===== src/sv/arpe_pkg.sv =====
// Package for the alternating run parity extractor: widths, register indexes
// and defaults. No dependencies.
package arpe_pkg;

  localparam int CNT_W   = 7;   // run counter and run length width
  localparam int CFG_W   = 7;   // widest configuration register
  localparam int CFG_A_W = 1;   // configuration index width

  localparam int MAX_RUN_DEF = 64;
  localparam int MIN_RUN     = 2;

  typedef enum logic [CFG_A_W-1:0] {
    CFG_ZERO_RUN = 1'b0,
    CFG_ONE_RUN  = 1'b1
  } cfg_idx_t;

  localparam logic [CFG_W-1:0] ZERO_RUN_RST = 7'd4;
  localparam logic [CFG_W-1:0] ONE_RUN_RST  = 7'd4;

  localparam logic [CNT_W-1:0] CNT_SAT = {CNT_W{1'b1}};

endpackage


===== src/sv/alternating_run_parity_extractor.sv =====
// Alternating run parity extractor: one bit per transaction, marker run search
// and segment parity, with a two-entry result buffer. Depends on arpe_pkg.
//
// Takes one data bit per clock cycle while in_stall is low, with a combinational
// update of the run counter and segment parity feeding the result register. The
// bit that completes a marker run registers its result into the output register,
// or into the skid entry while the output register holds a result not yet taken,
// so input keeps flowing while a result waits; in_stall rises only once both
// entries hold results. Configuration writes take effect on the next transaction.
module alternating_run_parity_extractor #(
  parameter int MAX_RUN = arpe_pkg::MAX_RUN_DEF
) (
  input  logic                         clk,
  input  logic                         rst_n,
  input  logic                         cfg_we,
  input  logic [arpe_pkg::CFG_A_W-1:0] cfg_addr,
  input  logic [arpe_pkg::CFG_W-1:0]   cfg_wdata,
  input  logic                         in_valid,
  output logic                         in_stall,
  input  logic                         in_data_bit,
  input  logic                         in_block_start,
  output logic                         out_valid,
  input  logic                         out_stall,
  output logic                         out_extracted_bit
);

  localparam logic [arpe_pkg::CNT_W-1:0] RunMax = arpe_pkg::CNT_W'(MAX_RUN);
  localparam logic [arpe_pkg::CNT_W-1:0] RunMin = arpe_pkg::CNT_W'(arpe_pkg::MIN_RUN);

  logic [arpe_pkg::CFG_W-1:0] zero_len_r, one_len_r;

  logic                       first_found_r, first_found_nxt;
  logic                       wanted_r, wanted_nxt;
  logic                       prev_bit_r, prev_bit_nxt;
  logic                       seg_empty_r, seg_empty_nxt;
  logic [arpe_pkg::CNT_W-1:0] cnt_r, cnt_nxt;
  logic                       parity_r, parity_nxt;

  logic out_valid_r, skid_valid_r;
  logic out_bit_r, skid_bit_r;

  // state after an optional block start
  logic                       s_found, s_wanted, s_prev, s_empty, s_par;
  logic [arpe_pkg::CNT_W-1:0] s_cnt, cnt_inc, cnt_upd, len_raw, run_len;
  logic                       run_value, par_upd, hit, result;
  logic                       accept, out_take;

  assign accept   = in_valid && !in_stall;
  assign out_take = out_valid_r && !out_stall;

  always_ff @(posedge clk) begin
    if (!rst_n) begin
      zero_len_r <= arpe_pkg::ZERO_RUN_RST;
      one_len_r  <= arpe_pkg::ONE_RUN_RST;
    end else if (cfg_we) begin
      case (cfg_addr)
        arpe_pkg::CFG_ZERO_RUN: zero_len_r <= cfg_wdata;
        arpe_pkg::CFG_ONE_RUN:  one_len_r  <= cfg_wdata;
        default: ;
      endcase
    end
  end

  always_comb begin
    s_found  = in_block_start ? 1'b0 : first_found_r;
    s_wanted = in_block_start ? 1'b0 : wanted_r;
    s_prev   = in_block_start ? 1'b0 : prev_bit_r;
    s_empty  = in_block_start ? 1'b1 : seg_empty_r;
    s_cnt    = in_block_start ? '0   : cnt_r;
    s_par    = in_block_start ? 1'b0 : parity_r;

    par_upd = s_par ^ in_data_bit;
    cnt_inc = (s_cnt == arpe_pkg::CNT_SAT) ? s_cnt : s_cnt + 1'b1;

    if (!s_found) begin
      cnt_upd   = (!s_empty && (in_data_bit == s_prev)) ? cnt_inc
                                                        : arpe_pkg::CNT_W'(1);
      run_value = in_data_bit;
    end else begin
      cnt_upd   = (in_data_bit == s_wanted) ? cnt_inc : '0;
      run_value = s_wanted;
    end

    // clamp the configured length into the legal run range
    len_raw = run_value ? one_len_r : zero_len_r;
    if (len_raw < RunMin)      run_len = RunMin;
    else if (len_raw > RunMax) run_len = RunMax;
    else                       run_len = len_raw;

    hit    = (cnt_upd != '0) && (run_value == in_data_bit) && (cnt_upd >= run_len);
    result = par_upd ^ (run_value & cnt_upd[0]);

    if (hit) begin
      first_found_nxt = 1'b1;
      wanted_nxt      = ~run_value;
      prev_bit_nxt    = 1'b0;
      seg_empty_nxt   = 1'b1;
      cnt_nxt         = '0;
      parity_nxt      = 1'b0;
    end else begin
      first_found_nxt = s_found;
      wanted_nxt      = s_wanted;
      prev_bit_nxt    = s_found ? s_prev : in_data_bit;
      seg_empty_nxt   = 1'b0;
      cnt_nxt         = cnt_upd;
      parity_nxt      = par_upd;
    end
  end

  always_ff @(posedge clk) begin
    if (!rst_n) begin
      first_found_r <= 1'b0;
      wanted_r      <= 1'b0;
      prev_bit_r    <= 1'b0;
      seg_empty_r   <= 1'b1;
      cnt_r         <= '0;
      parity_r      <= 1'b0;
    end else if (accept) begin
      first_found_r <= first_found_nxt;
      wanted_r      <= wanted_nxt;
      prev_bit_r    <= prev_bit_nxt;
      seg_empty_r   <= seg_empty_nxt;
      cnt_r         <= cnt_nxt;
      parity_r      <= parity_nxt;
    end
  end

  // result register plus skid entry
  always_ff @(posedge clk) begin
    if (!rst_n) begin
      out_valid_r  <= 1'b0;
      skid_valid_r <= 1'b0;
    end else if (skid_valid_r) begin
      if (out_take) begin
        skid_valid_r <= 1'b0;
      end
    end else if (accept && hit) begin
      if (out_valid_r && !out_take) begin
        skid_valid_r <= 1'b1;
      end else begin
        out_valid_r <= 1'b1;
      end
    end else if (out_take) begin
      out_valid_r <= 1'b0;
    end
  end

  always_ff @(posedge clk) begin
    if (skid_valid_r) begin
      if (out_take) begin
        out_bit_r <= skid_bit_r;
      end
    end else if (accept && hit) begin
      if (out_valid_r && !out_take) begin
        skid_bit_r <= result;
      end else begin
        out_bit_r <= result;
      end
    end
  end

  assign in_stall          = skid_valid_r;
  assign out_valid         = out_valid_r;
  assign out_extracted_bit = out_bit_r;

endmodule


===== config.mk =====
export PLATFORM = sky130hd
export DESIGN_NAME = alternating_run_parity_extractor
export DESIGN_NICKNAME = d
export VERILOG_FILES = /design/src/sv/arpe_pkg.sv /design/src/sv/alternating_run_parity_extractor.sv
export SDC_FILE = /design/constraint.sdc
export NUM_CORES = 1
export LEC_CHECK = 0
export BUFFER_PORTS_ARGS = -buffer_cell sky130_fd_sc_hd__buf_4
export CORE_MARGIN = 2
export CORE_UTILIZATION = 50
export CTS_CLUSTER_DIAMETER = 200
export DETAILED_ROUTE_END_ITERATION = 8
export PLACE_DENSITY = 0.77
export SLEW_MARGIN = 20
export SYNTH_ARGS = -nofsm -noshare
export SYNTH_HDL_FRONTEND = slang
export SYNTH_SLANG_ARGS = --single-unit

===== constraint.sdc =====
create_clock -name clk -period 8 [get_ports clk]
set_input_delay 1.6 -clock clk [delete_from_list [all_inputs] [get_ports clk]]
set_output_delay 1.6 -clock clk [all_outputs]
set_load 0.005 [all_outputs]

==> results.md, run 1 <==
- Cell count after synthesis: 231
- Average routed wire per standard cell: 13.8 µm
- Core region area: 3720 µm²
- Master cell of the clock root buffer: clkbuf_8
- Net count, final: 267
- Post-detailed-route DRC marker count: 0
- Area fraction in and, or, nand and nor cells after synthesis: 28.5%
- Largest net degree at the start of global routing: 34
- Number of design-rule violations left by the first detailed-router iteration: 127
- Yosys top cell by area: dfxtp_1
- Clock sink count: 30
- Adder-Cell Fraction of Synth Area: 5.09%
- LEAKAGE: 0.909 nW
- Synth-to-layout area growth: 11.9%
- Clock Tree Buf Depth: 2
- Antenna-violating nets left: 0
- Via count: 1675
- Count of synthesis-stage warnings from yosys: 0
- Global route overflow: 0
- Flop and latch count out of synthesis: 30
- Number of buffers inserted to repair setup after CTS: 0
- Synth area leaders: dfxtp_1 (29%), mux2i_1 (7.6%), nand2_1 (7.3%)
- Hold bufs inserted after CTS: 0
- PortBufs: 17
- Post-synth net total: 254
- Slew margin rel.: 61.1%
- Source of the worst register-to-register timing path: first_found_r
- Global Route Usage Sum: 20.7%
- Post-DP HPWL: 3040 µm
- Leading cell type by number of instances after synthesis: nand2_1
- Number of placed I/O pins: 18
- Main combinational cell family by area after synthesis: simple AND/OR/NAND/NOR gates
- Min-delay worst type: flip-flop to flip-flop
- Number of max-cap violations: 0
- Clock latency on the worst-skew pair: 0.28 ns
- Result of the run: finished, final reports clean
- DIE HEIGHT: 66.7 µm
- Start-to-end type of the worst setup path: input port to flip-flop
- Most instantiated cells after synthesis: nand2_1 (38), dfxtp_1 (28), nand3_1 (18), mux2i_1 (15)
- Vias in the first global route: 1550
- Fillers: 343
- Critical path data required time: 7.99 ns
- Cts bufs inserted: 5
- Highest clock frequency the design can meet: 206 MHz
- Setup-failing EPs final: 0
- Unrepaired setup endpoints after global routing: no
- Number of enable-type register cells in the synthesized netlist: 2
- Area used by sequential logic in the layout: 621 µm²
- Fraction of layout instances using a drive strength above 1: 16.7%
- Areal power density over the cells: 160 nW/µm²
- Effective utilization at floorplan: 52.9%
- Area share of the largest cell type after synthesis: 28.5%
- Placement Rows: 22
- Area of the die: 4450 µm²
- Setup clock skew after layout: 0.00501 ns
- Sequential element share of the synthesized area: 31.6%
- Post-synthesis share of cell area spent on xor and xnor gates: 2.61%
- Global-route wire length before repair: 6970 µm
- TritonCTS clock tree: done
- Fraction of registers with async set/reset: 0%
- Last weighted congestion value of the routability-driven placer: 0.842
- Post-synth design cell area: 1970 µm²
- Primary flip-flop cell chosen by synthesis mapping: dfxtp_1
- Registers with the highest flip-flop counts: cnt_r x7, one_len_r x7, zero_len_r x7
- Worst path arrival time: 4.86 ns
- Multi-input gate area: 1290 µm²
- Endpoint kind of the worst setup timing path: flip-flop
- Syn_area_per_cell: 8.51 µm²
- Via-per-instance ratio: 5.72
- Diode insertion count for antenna repair: 0
- Routed WL: 4060 µm
- Total count of max-transition violations in the final report: 0
- Maximum fanout count along the critical path: 11
- Highest ir drop seen on vdd: 0.176 mV
- CP startpoint: in_block_start
- Hold Fails Final Rpt: 0
- Setup ws final: 3.14 ns
- Pre-CTS setup slack: 2.86 ns
- Initial antenna violation count: 0
- Fin crit period: 4.86 ns
- Number of gates resized after CTS: 0
- Measured slew at the worst slew-check pin: 0.583 ns
- Count of H-tree levels built during CTS: 2
- Total negative slack: 0 ns
- Hold WS: 0.483 ns
- Worst Min Path Start: one_len_r[1]
- Startpoint class of the critical path: input port
- Number of unique standard cell types used by synthesis: 54
- Proportion of synthesized area in mux cells: 11.8%
- Die span in x: 66.7 µm
- Crit share post-route: 60.8%
- Number of detailed-route iterations in the first pass: 4
- Worst-path clk slew: 0.06 ns
- Share of the synthesized area in compound gates (AO/OA/AOI/OAI): 17.6%
[placed cells by master (no fill, tap or decap), types with 2 or more instances in the layout]
master	count
edfxtp_1	2
o21ai_0	6
and3_1	3
o41ai_1	2
nand2_1	38
ha_1	8
nand4_1	3
a21boi_0	7
nor2b_1	12
a21oi_1	2
clkbuf_8	6
o31ai_1	3
xnor2_1	3
dfxtp_1	28
or4_1	2
a21boi_1	3
mux2_2	6
o211ai_1	2
a211o_1	2
mux2i_1	15
a31oi_1	2
nor3b_1	2
nand3_1	18
buf_4	18
nor2_1	12
and2_1	5
a21oi_2	2
nand2b_1	6
[stage by stage]
| stage | util, % | power [mW] | instance area (µm²) | std cells |
|---|---|---|---|---|
| 2_1_floorplan | - | 0.213 | 1970 | 231 |
| 3_3_place_gp | 56.7 | 0.229 | 2110 | 285 |
| 3_5_place_dp | 56.7 | 0.231 | 2110 | 285 |
| 4_1_cts | 59.2 | 0.357 | 2200 | 293 |
| 5_1_grt | 59.2 | 0.371 | 2200 | 293 |
| 6_report | 59.2 | 0.352 | 2200 | 293 |
[kinds of logic after synthesis]
| group | after synthesis |
|---|---|
| AND/OR/NAND/NOR | 109 |
| AO/OA/AOI/OAI | 44 |
| flip-flops | 30 |
| multiplexers | 22 |
| buffers and inverters | 13 |
| adder cells (fa/ha/maj) | 8 |
| XOR/XNOR | 5 |
[layout make-up]
cell class	count	share of cell area (%)
multi-input cells	188	58.6
flip-flops and latches	30	28.2
inverters	1	0.171
clock buffers	7	3.92
repair buffers	18	6.14
clock inverters	1	0.228
well taps	48	2.73
[where the power goes]
group          leakage, nW  total [mW]  internal (mW)  switching, mW
clock               0.0482       0.125         0.0692         0.0556
sequential           0.247       0.165          0.159        0.00648
combinational        0.614      0.0619         0.0285         0.0334
total                0.909       0.352          0.257         0.0954
[final timing paths]
kind | endpoint | slack [ns] | depth (start not counted)
worst max-delay path | out_extracted_bit | 3.14 | 15
worst min-delay path | one_len_r[1] | 0.48 | 2
worst max register to register | out_extracted_bit | 4.30 | 14
worst min register to register | one_len_r[1] | 0.48 | 2
[per-layer routing]
layer	vias up	share of wire [%]	global-route usage, %
li1	858	-	-
met1	777	48	27.2
met2	34	47	32.6
met3	6	3.2	4.56
met4	0	1.6	8.42
met5	-	0	0
[worst max-delay path, stage by stage]
cell and delay [ns]:
buf_4 0.15, nand2b_2 0.23, mux2i_1 0.17, buf_4 0.22, mux2i_2 0.33, mux2i_1 0.23
mux2_2 0.19, nand2_1 0.05, ha_1 0.29, nand2_1 0.05, o21ai_0 0.13, a41oi_1 0.18
or3_1 0.47, a211o_1 0.38, a21boi_1 0.16
Power figures use the tool's default switching activity.
==> run 2, diff against run 1 <==
--- a/config.mk
+++ b/config.mk
@@ -10,7 +10,7 @@
 export CORE_UTILIZATION = 50
 export CTS_CLUSTER_DIAMETER = 200
 export DETAILED_ROUTE_END_ITERATION = 8
-export PLACE_DENSITY = 0.77
+export PLACE_DENSITY = 0.8
 export SLEW_MARGIN = 20
 export SYNTH_ARGS = -nofsm -noshare
 export SYNTH_HDL_FRONTEND = slang
==> constraint.sdc (replaced) <==
create_clock -name clk -period 4.11 [get_ports clk]
set_input_delay 0.822 -clock clk [delete_from_list [all_inputs] [get_ports clk]]
set_output_delay 0.822 -clock clk [all_outputs]
set_load 0.005 [all_outputs]
==> run 2 against run 1 <==
Effect of this change: worst hold slack improved by 0.0025 ns; register-to-register slack got worse by 3.7 ns; core utilization increased by 1.4 points; design area increased by 2.4%; clock power increased by 93%; via count increased by 1.1%; critical endpoint unchanged; sequential power increased by 95%; flip-flop and latch count unchanged; clock-buffer cell count unchanged.
==> results.md, run 2 (synthesized netlist as in run 1, its figures left out) <==
- Synth-to-layout area growth: 14.6% (was 11.9%)
- Sequential group share of total power: 46.5% (was 47.0%)
- Master cell of the clock root buffer: clkbuf_8 (unchanged)
- TritonCTS clock tree: done (unchanged)
- Number of max-cap violations: 0 (unchanged)
- Global-route wire length before repair: 6830 µm (was 6970 µm)
- Initial antenna violation count: 0 (unchanged)
- Hold bufs inserted after CTS: 0 (unchanged)
- Number of design-rule violations left by the first detailed-router iteration: 124 (was 127)
- Hold Fails Final Rpt: 0 (unchanged)
- Measured slew at the worst slew-check pin: 0.598 ns (was 0.583 ns)
- Result of the run: finished, final reports clean (unchanged)
- End of the worst register-to-register path: out_extracted_bit (unchanged)
- Switching component of the power: 185 µW (was 95.4 µW)
- Count of H-tree levels built during CTS: 2 (unchanged)
- Number of buffers inserted to repair setup after CTS: 0 (unchanged)
- Highest metal used: met4 (unchanged)
- Placement Rows: 22 (unchanged)
- Clock latency on the worst-skew pair: 0.28 ns (about the same)
- Overall power of the completed layout: 692 µW (was 352 µW)
- Met3 WL: 139 µm (was 130 µm)
- Diode insertion count for antenna repair: 0 (unchanged)
- Crit. path cell count: 14 (was 15)
- Endpoint kind of the worst setup timing path: flip-flop (unchanged)
- Portion of total power attributed to combinational logic: 18.6% (was 17.6%)
- Start-to-end type of the worst setup path: input port to flip-flop (unchanged)
- Commonest non-fill, non-tap cell in the layout: nand2_1 (unchanged)
- Antenna-violating nets left: 0 (unchanged)
- Clock sink count: 30 (unchanged)
- Routed WL: 4120 µm (was 4060 µm)
- Last weighted congestion value of the routability-driven placer: 0.849 (was 0.842)
- Endpoint of the worst hold path: one_len_r[0] (was one_len_r[1])
- Number of gates resized after CTS: 0 (unchanged)
- Registers with the highest flip-flop counts: cnt_r x7, one_len_r x7, zero_len_r x7 (unchanged)
- Number of detailed-route iterations in the first pass: 4 (unchanged)
- PortBufs: 17 (unchanged)
- Worst-path clk slew: 0.06 ns (about the same)
- Highest ir drop seen on vdd: 0.232 mV (was 0.176 mV)
- Global Route Usage Sum: 20.0% (was 20.7%)
- Die span in x: 66.7 µm (unchanged)
- Unrepaired setup endpoints after global routing: no (unchanged)
- Fraction of layout instances using a drive strength above 1: 19.0% (was 16.7%)
- Cell internal power dissipation: 506 µW (was 257 µW)
- Source of the worst register-to-register timing path: first_found_r (unchanged)
- Hold Path Stages: 2 (unchanged)
- Via count: 1693 (was 1675)
- Fin crit period: 3.84 ns
- Setup clock skew after layout: 0.00558 ns (was 0.00501 ns)
- Areal power density over the cells: 307 nW/µm² (was 160 nW/µm²)
- Cts bufs inserted: 5 (unchanged)
- M1 WL: 1970 µm (was 1940 µm)
- Worst-case reg-to-reg path depth: 13 (was 14)
- Setup-failing EPs final: 0 (unchanged)
- Global route overflow: 0 (unchanged)
- Total count of max-transition violations in the final report: 0 (unchanged)
- Number of placed I/O pins: 18 (unchanged)
- Sequence of cells on the critical path: buf_4 -> nand2b_2 -> mux2i_1 -> mux2i_2 -> mux2i_1 -> mux2_2 -> nand2_1 -> ha_1 -> nand2_1 -> o21ai_0 -> a41oi_1 -> or3_1 -> a211o_1 -> a21boi_1 (was buf_4 -> nand2b_2 -> mux2i_1 -> buf_4 -> mux2i_2 -> mux2i_1 -> mux2_2 -> nand2_1 -> ha_1 -> nand2_1 -> o21ai_0 -> a41oi_1 -> or3_1 -> a211o_1 -> a21boi_1)
- Post-detailed-route DRC marker count: 0 (unchanged)
- CP top delay family: multiplexers (unchanged)
- Maximum cell stage delay along the critical path: 0.39 ns (was 0.47 ns)
- Highest clock frequency the design can meet: 261 MHz
- Critical path data required time: 4.09 ns (was 7.99 ns)
- Net count, final: 274 (was 267)
- Min-delay worst type: flip-flop to flip-flop (unchanged)
- DIE HEIGHT: 66.7 µm (unchanged)
- Effective utilization at floorplan: 52.9% (unchanged)
- Worst Min Path Start: one_len_r[0] (was one_len_r[1])
- Largest net degree at the start of global routing: 34 (unchanged)
- Fillers: 340 (was 343)
- Core region area: 3720 µm² (unchanged)
- Total negative slack: 0 ns (unchanged)
- Clock Tree Buf Depth: 2 (unchanged)
- Average routed wire per standard cell: 13.7 µm (was 13.8 µm)
- Routed wl met2: 1980 µm (was 1920 µm)
- LEAKAGE: 0.940 nW (was 0.909 nW)
- Commonest non-fill, non-tap cells in the layout: nand2_1 (38), dfxtp_1 (28), buf_4 (25) (was nand2_1 (38), dfxtp_1 (28), nand3_1 (18), buf_4 (18), mux2i_1 (15))
- Switch share: 26.8% (was 27.1%)
- Maximum fanout count along the critical path: 4 (was 11)
- Via-per-instance ratio: 5.64 (was 5.72)
- Share of the core filled with cells: 60.6% (was 59.2%)
- Vias in the first global route: 1569 (was 1550)
- Area of the die: 4450 µm² (unchanged)
- Slew margin rel.: 60.2% (was 61.1%)
- Startpoint class of the critical path: input port (unchanged)
- Buffers and inverters on the worst path: 1 (was 2)
- Post-DP HPWL: 3160 µm (was 3040 µm)
- Reg-to-reg setup timing slack: 0.61 ns (was 4.30 ns)
- Clock share of power: 34.9% (was 35.5%)
- Critical-path cell with the highest stage delay: or3_1 (unchanged)
- Crit share post-route: 93.4%
- Worst path arrival time: 3.82 ns (was 4.86 ns)
run 2: changes by cell type in the layout (fill, tap and decap cells not counted), sizes merged:
cell  change
buf       +7
run 2: power groups by stage:
stage | Clock (mW) | Sequential [mW] | Combinational (mW)
floorplan | 0 | 0.324 | 0.0907
CTS | 0.247 | 0.322 | 0.130
finish | 0.241 | 0.322 | 0.129
global route | 0.260 | 0.323 | 0.143
detailed placement | 0 | 0.328 | 0.129
global placement | 0 | 0.327 | 0.126
run 2: tightest hold or removal path: stages (launching register included):
cell and delay (ns):
dfxtp_1 0.32, nand2_1 0.05, a21boi_0 0.06
run 2: area by class of cell:
type	count	area, µm²	area share [%]
Multi-Input combinational cell	188	1290	57.2
Tap cell	48	60.1	2.67
Inverter	1	3.75	0.167
Clock buffer	7	86.3	3.83
Clock inverter	1	5.00	0.222
Sequential cell	30	621	27.6
Timing Repair Buffer	25	188	8.33
run 2: per-stage QoR:
| step | setup slack [ns] | cells | instance area (µm²) | hold slack [ns] |
|---|---|---|---|---|
| 2_1_floorplan | 0.123 | 231 | 1970 | 0.448 |
| 3_3_place_gp | 0.113 | 292 | 2160 | 0.462 |
| 3_5_place_dp | 0.0136 | 292 | 2160 | 0.471 |
| 4_1_cts | 0.310 | 300 | 2250 | 0.490 |
| 5_1_grt | 0.0738 | 300 | 2250 | 0.516 |
| 6_report | 0.272 | 300 | 2250 | 0.486 |
run 2: layer usage:
metal,GRT usage (%),up-vias
li1,-,874
met1,25.1,782
met2,33.9,33
met3,5.57,4
met4,4.59,0
met5,0,-
run 2: worst max path at each step:
stage | end | from
global placement | out_extracted_bit | in_block_start
CTS | out_extracted_bit | in_block_start
detailed placement | out_extracted_bit | in_block_start
floorplan | out_extracted_bit | in_block_start
global route | out_extracted_bit | in_block_start
finish | out_extracted_bit | in_block_start
==> run 3, diff against run 2 <==
==> constraint.sdc (replaced) <==
create_clock -name clk -period 4.11 [get_ports clk]
set_input_delay 0.2055 -clock clk [delete_from_list [all_inputs] [get_ports clk]]
set_output_delay 0.2055 -clock clk [all_outputs]
set_load 0.005 [all_outputs]
==> run 3 against run 2 <==
Effect of this change: combinational power decreased by 7%; critical path depth decreased by 1; final cell count decreased by 2.3%; total power about the same; register-to-register slack got worse by 0.17 ns; highest routed layer unchanged; worst hold slack got worse by 0.34 ns; global-route usage increased by 1.4 points; sequential share of layout area increased by 0.66 points; critical path type is now flip-flop to flip-flop; critical endpoint unchanged.
==> results.md, run 3 (synthesized netlist as in run 1, its figures left out) <==
- Result of the run: finished, final reports clean (unchanged)
- Endpoint kind of the worst setup timing path: flip-flop (unchanged)
- Unrepaired setup endpoints after global routing: no (unchanged)
- Master cell of the clock root buffer: clkbuf_8 (unchanged)
- LEAKAGE: 0.909 nW (was 0.940 nW)
- Global-route wire length before repair: 7160 µm (was 6830 µm)
- Commonest non-fill, non-tap cells in the layout: nand2_1 (38), dfxtp_1 (28), nand3_1 (18), buf_4 (18), mux2i_1 (15) (was nand2_1 (38), dfxtp_1 (28), buf_4 (25))
- Clock share of power: 36.1% (was 34.9%)
- PortBufs: 17 (unchanged)
- Startpoint class of the critical path: flip-flop (was input port)
- Area of the die: 4450 µm² (unchanged)
- Vias in the first global route: 1635 (was 1569)
- Reg-to-reg setup timing slack: 0.44 ns (was 0.61 ns)
- Sequence of cells on the critical path: nand2b_2 -> mux2i_1 -> mux2i_2 -> mux2i_1 -> mux2_2 -> nand2_1 -> ha_1 -> nand2_1 -> o21ai_0 -> a41oi_1 -> or3_1 -> a211o_1 -> a21boi_1 (was buf_4 -> nand2b_2 -> mux2i_1 -> mux2i_2 -> mux2i_1 -> mux2_2 -> nand2_1 -> ha_1 -> nand2_1 -> o21ai_0 -> a41oi_1 -> or3_1 -> a211o_1 -> a21boi_1)
- Clock sink count: 30 (unchanged)
- Hold Path Stages: 3 (was 2)
- Fin crit period: 3.67 ns (was 3.84 ns)
- Maximum fanout count along the critical path: 6 (was 4)
- Number of max-cap violations: 0 (unchanged)
- Fillers: 340 (unchanged)
- Sequential group share of total power: 46.5% (about the same)
- Via count: 1694 (was 1693)
- Registers with the highest flip-flop counts: cnt_r x7, one_len_r x7, zero_len_r x7 (unchanged)
- Crit share post-route: 89.4% (was 93.4%)
- Clock latency on the worst-skew pair: 0.29 ns (was 0.28 ns)
- Switching component of the power: 192 µW (was 185 µW)
- Hold bufs inserted after CTS: 0 (unchanged)
- Initial antenna violation count: 0 (unchanged)
- Diode insertion count for antenna repair: 0 (unchanged)
- TritonCTS clock tree: done (unchanged)
- Fraction of layout instances using a drive strength above 1: 16.7% (was 19.0%)
- Worst Min Path Start: cfg_wdata[2] (was one_len_r[0])
- Critical-path cell with the highest stage delay: or3_1 (unchanged)
- Maximum cell stage delay along the critical path: 0.47 ns (was 0.39 ns)
- Number of detailed-route iterations in the first pass: 4 (unchanged)
- Largest net degree at the start of global routing: 34 (unchanged)
- Worst-path clk slew: 0.06 ns (about the same)
- Average routed wire per standard cell: 13.9 µm (was 13.7 µm)
- Critical path data required time: 4.11 ns (was 4.09 ns)
- Slew margin rel.: 60.7% (was 60.2%)
- Setup clock skew after layout: 0.00739 ns (was 0.00558 ns)
- Post-detailed-route DRC marker count: 0 (unchanged)
- Start-to-end type of the worst setup path: flip-flop to flip-flop (was input port to flip-flop)
- Count of H-tree levels built during CTS: 2 (unchanged)
- End of the worst register-to-register path: out_extracted_bit (unchanged)
- Setup-failing EPs final: 0 (unchanged)
- Global Route Usage Sum: 21.4% (was 20.0%)
- Core region area: 3720 µm² (unchanged)
- Number of design-rule violations left by the first detailed-router iteration: 147 (was 124)
- Setup ws final: 0.437 ns (was 0.272 ns)
- Global route overflow: 0 (unchanged)
- Total count of max-transition violations in the final report: 0 (unchanged)
- Worst path arrival time: 3.67 ns (was 3.82 ns)
- Routed WL: 4070 µm (was 4120 µm)
- Die span in x: 66.7 µm (unchanged)
- Switch share: 27.7% (was 26.8%)
- Measured slew at the worst slew-check pin: 0.590 ns (was 0.598 ns)
- Clock Tree Buf Depth: 2 (unchanged)
- Number of gates resized after CTS: 0 (unchanged)
- Net count, final: 267 (was 274)
- Commonest non-fill, non-tap cell in the layout: nand2_1 (unchanged)
- Effective utilization at floorplan: 52.9% (unchanged)
- Final instance count without filler cells: 293 (was 300)
- Antenna-violating nets left: 0 (unchanged)
- Hold Fails Final Rpt: 0 (unchanged)
- Total negative slack: 0 ns (unchanged)
- Areal power density over the cells: 314 nW/µm² (was 307 nW/µm²)
- Synth-to-layout area growth: 11.9% (was 14.6%)
- Source of the worst register-to-register timing path: first_found_r (unchanged)
- Count of placed standard cells including taps: 285 (was 292)
- Number of placed I/O pins: 18 (unchanged)
- Cell internal power dissipation: 499 µW (was 506 µW)
- DIE HEIGHT: 66.7 µm (unchanged)
- Post-DP HPWL: 2990 µm (was 3160 µm)
- Number of buffers inserted to repair setup after CTS: 0 (unchanged)
- Via-per-instance ratio: 5.78 (was 5.64)
- Pre-CTS setup slack: 0.416 ns (was 0.0136 ns)
- Last weighted congestion value of the routability-driven placer: 0.830 (was 0.849)
- Worst-case reg-to-reg path depth: 13 (unchanged)
- Highest clock frequency the design can meet: 272 MHz (was 261 MHz)
- Endpoint of the worst hold path: zero_len_r[2] (was one_len_r[0])
- Cts bufs inserted: 5 (unchanged)
- Portion of total power attributed to combinational logic: 17.4% (was 18.6%)
- Min-delay worst type: input port to flip-flop (was flip-flop to flip-flop)
- Placement Rows: 22 (unchanged)
- Highest ir drop seen on vdd: 0.182 mV (was 0.232 mV)
run 3: per-stage QoR:
step | utilization (%) | power, mW | hold slack (ns) | cell area [µm²]
finish | 59.2 | 0.691 | 0.149 | 2200
global route | 59.2 | 0.728 | 0.155 | 2200
CTS | 59.2 | 0.702 | 0.135 | 2200
detailed placement | 56.7 | 0.448 | 0.442 | 2110
global placement | 56.7 | 0.445 | 0.430 | 2110
floorplan | - | 0.415 | 0.331 | 1970
run 3: final cells by class:
cell class | instances | area, µm² | area share, %
Clock buffer | 7 | 86.3 | 3.92
Sequential cell | 30 | 621 | 28.2
Multi-Input combinational cell | 188 | 1290 | 58.6
Tap cell | 48 | 60.1 | 2.73
Inverter | 1 | 3.75 | 0.171
Clock inverter | 1 | 5.00 | 0.228
Timing Repair Buffer | 18 | 135 | 6.14
run 3: critical path: cells and delay by family, from the launching register on:
| family | cells | cell delay (ns) |
|---|---|---|
| DFF | 1 | 0.40 |
| and+or+nand+nor | 4 | 0.70 |
| muxes | 4 | 1.12 |
| AOI/OAI and AO/OA | 4 | 0.87 |
| adders and majority gates | 1 | 0.29 |
run 3: worst max path at each step:
| stage | from | to | slack [ns] | cells past startpoint |
|---|---|---|---|---|
| CTS | first_found_r | out_extracted_bit | 0.45 | 13 |
| global route | first_found_r | out_extracted_bit | 0.1 | 13 |
| floorplan | in_block_start | out_extracted_bit | 0.74 | 14 |
| detailed placement | in_block_start | out_extracted_bit | 0.42 | 14 |
| global placement | in_block_start | out_extracted_bit | 0.54 | 14 |
| finish | first_found_r | out_extracted_bit | 0.44 | 13 |
run 3: power by group through the flow:
| stage | Sequential (mW) | Combinational, mW | Clock, mW |
|---|---|---|---|
| final | 0.322 | 0.120 | 0.249 |
| after global routing | 0.323 | 0.135 | 0.269 |
| after CTS | 0.321 | 0.121 | 0.260 |
| after detailed placement | 0.328 | 0.120 | 0 |
| after global placement | 0.327 | 0.118 | 0 |
| after floorplan | 0.324 | 0.0907 | 0 |
run 3: per-layer routing:
layer / share of wire, % / track usage [%] / wire, µm
met2: 47 / 35.6 / 1900
met4: 1.5 / 6.89 / 60
met1: 47 / 26.3 / 1910
met5: 0 / 0 / 0
met3: 4.8 / 6.59 / 197
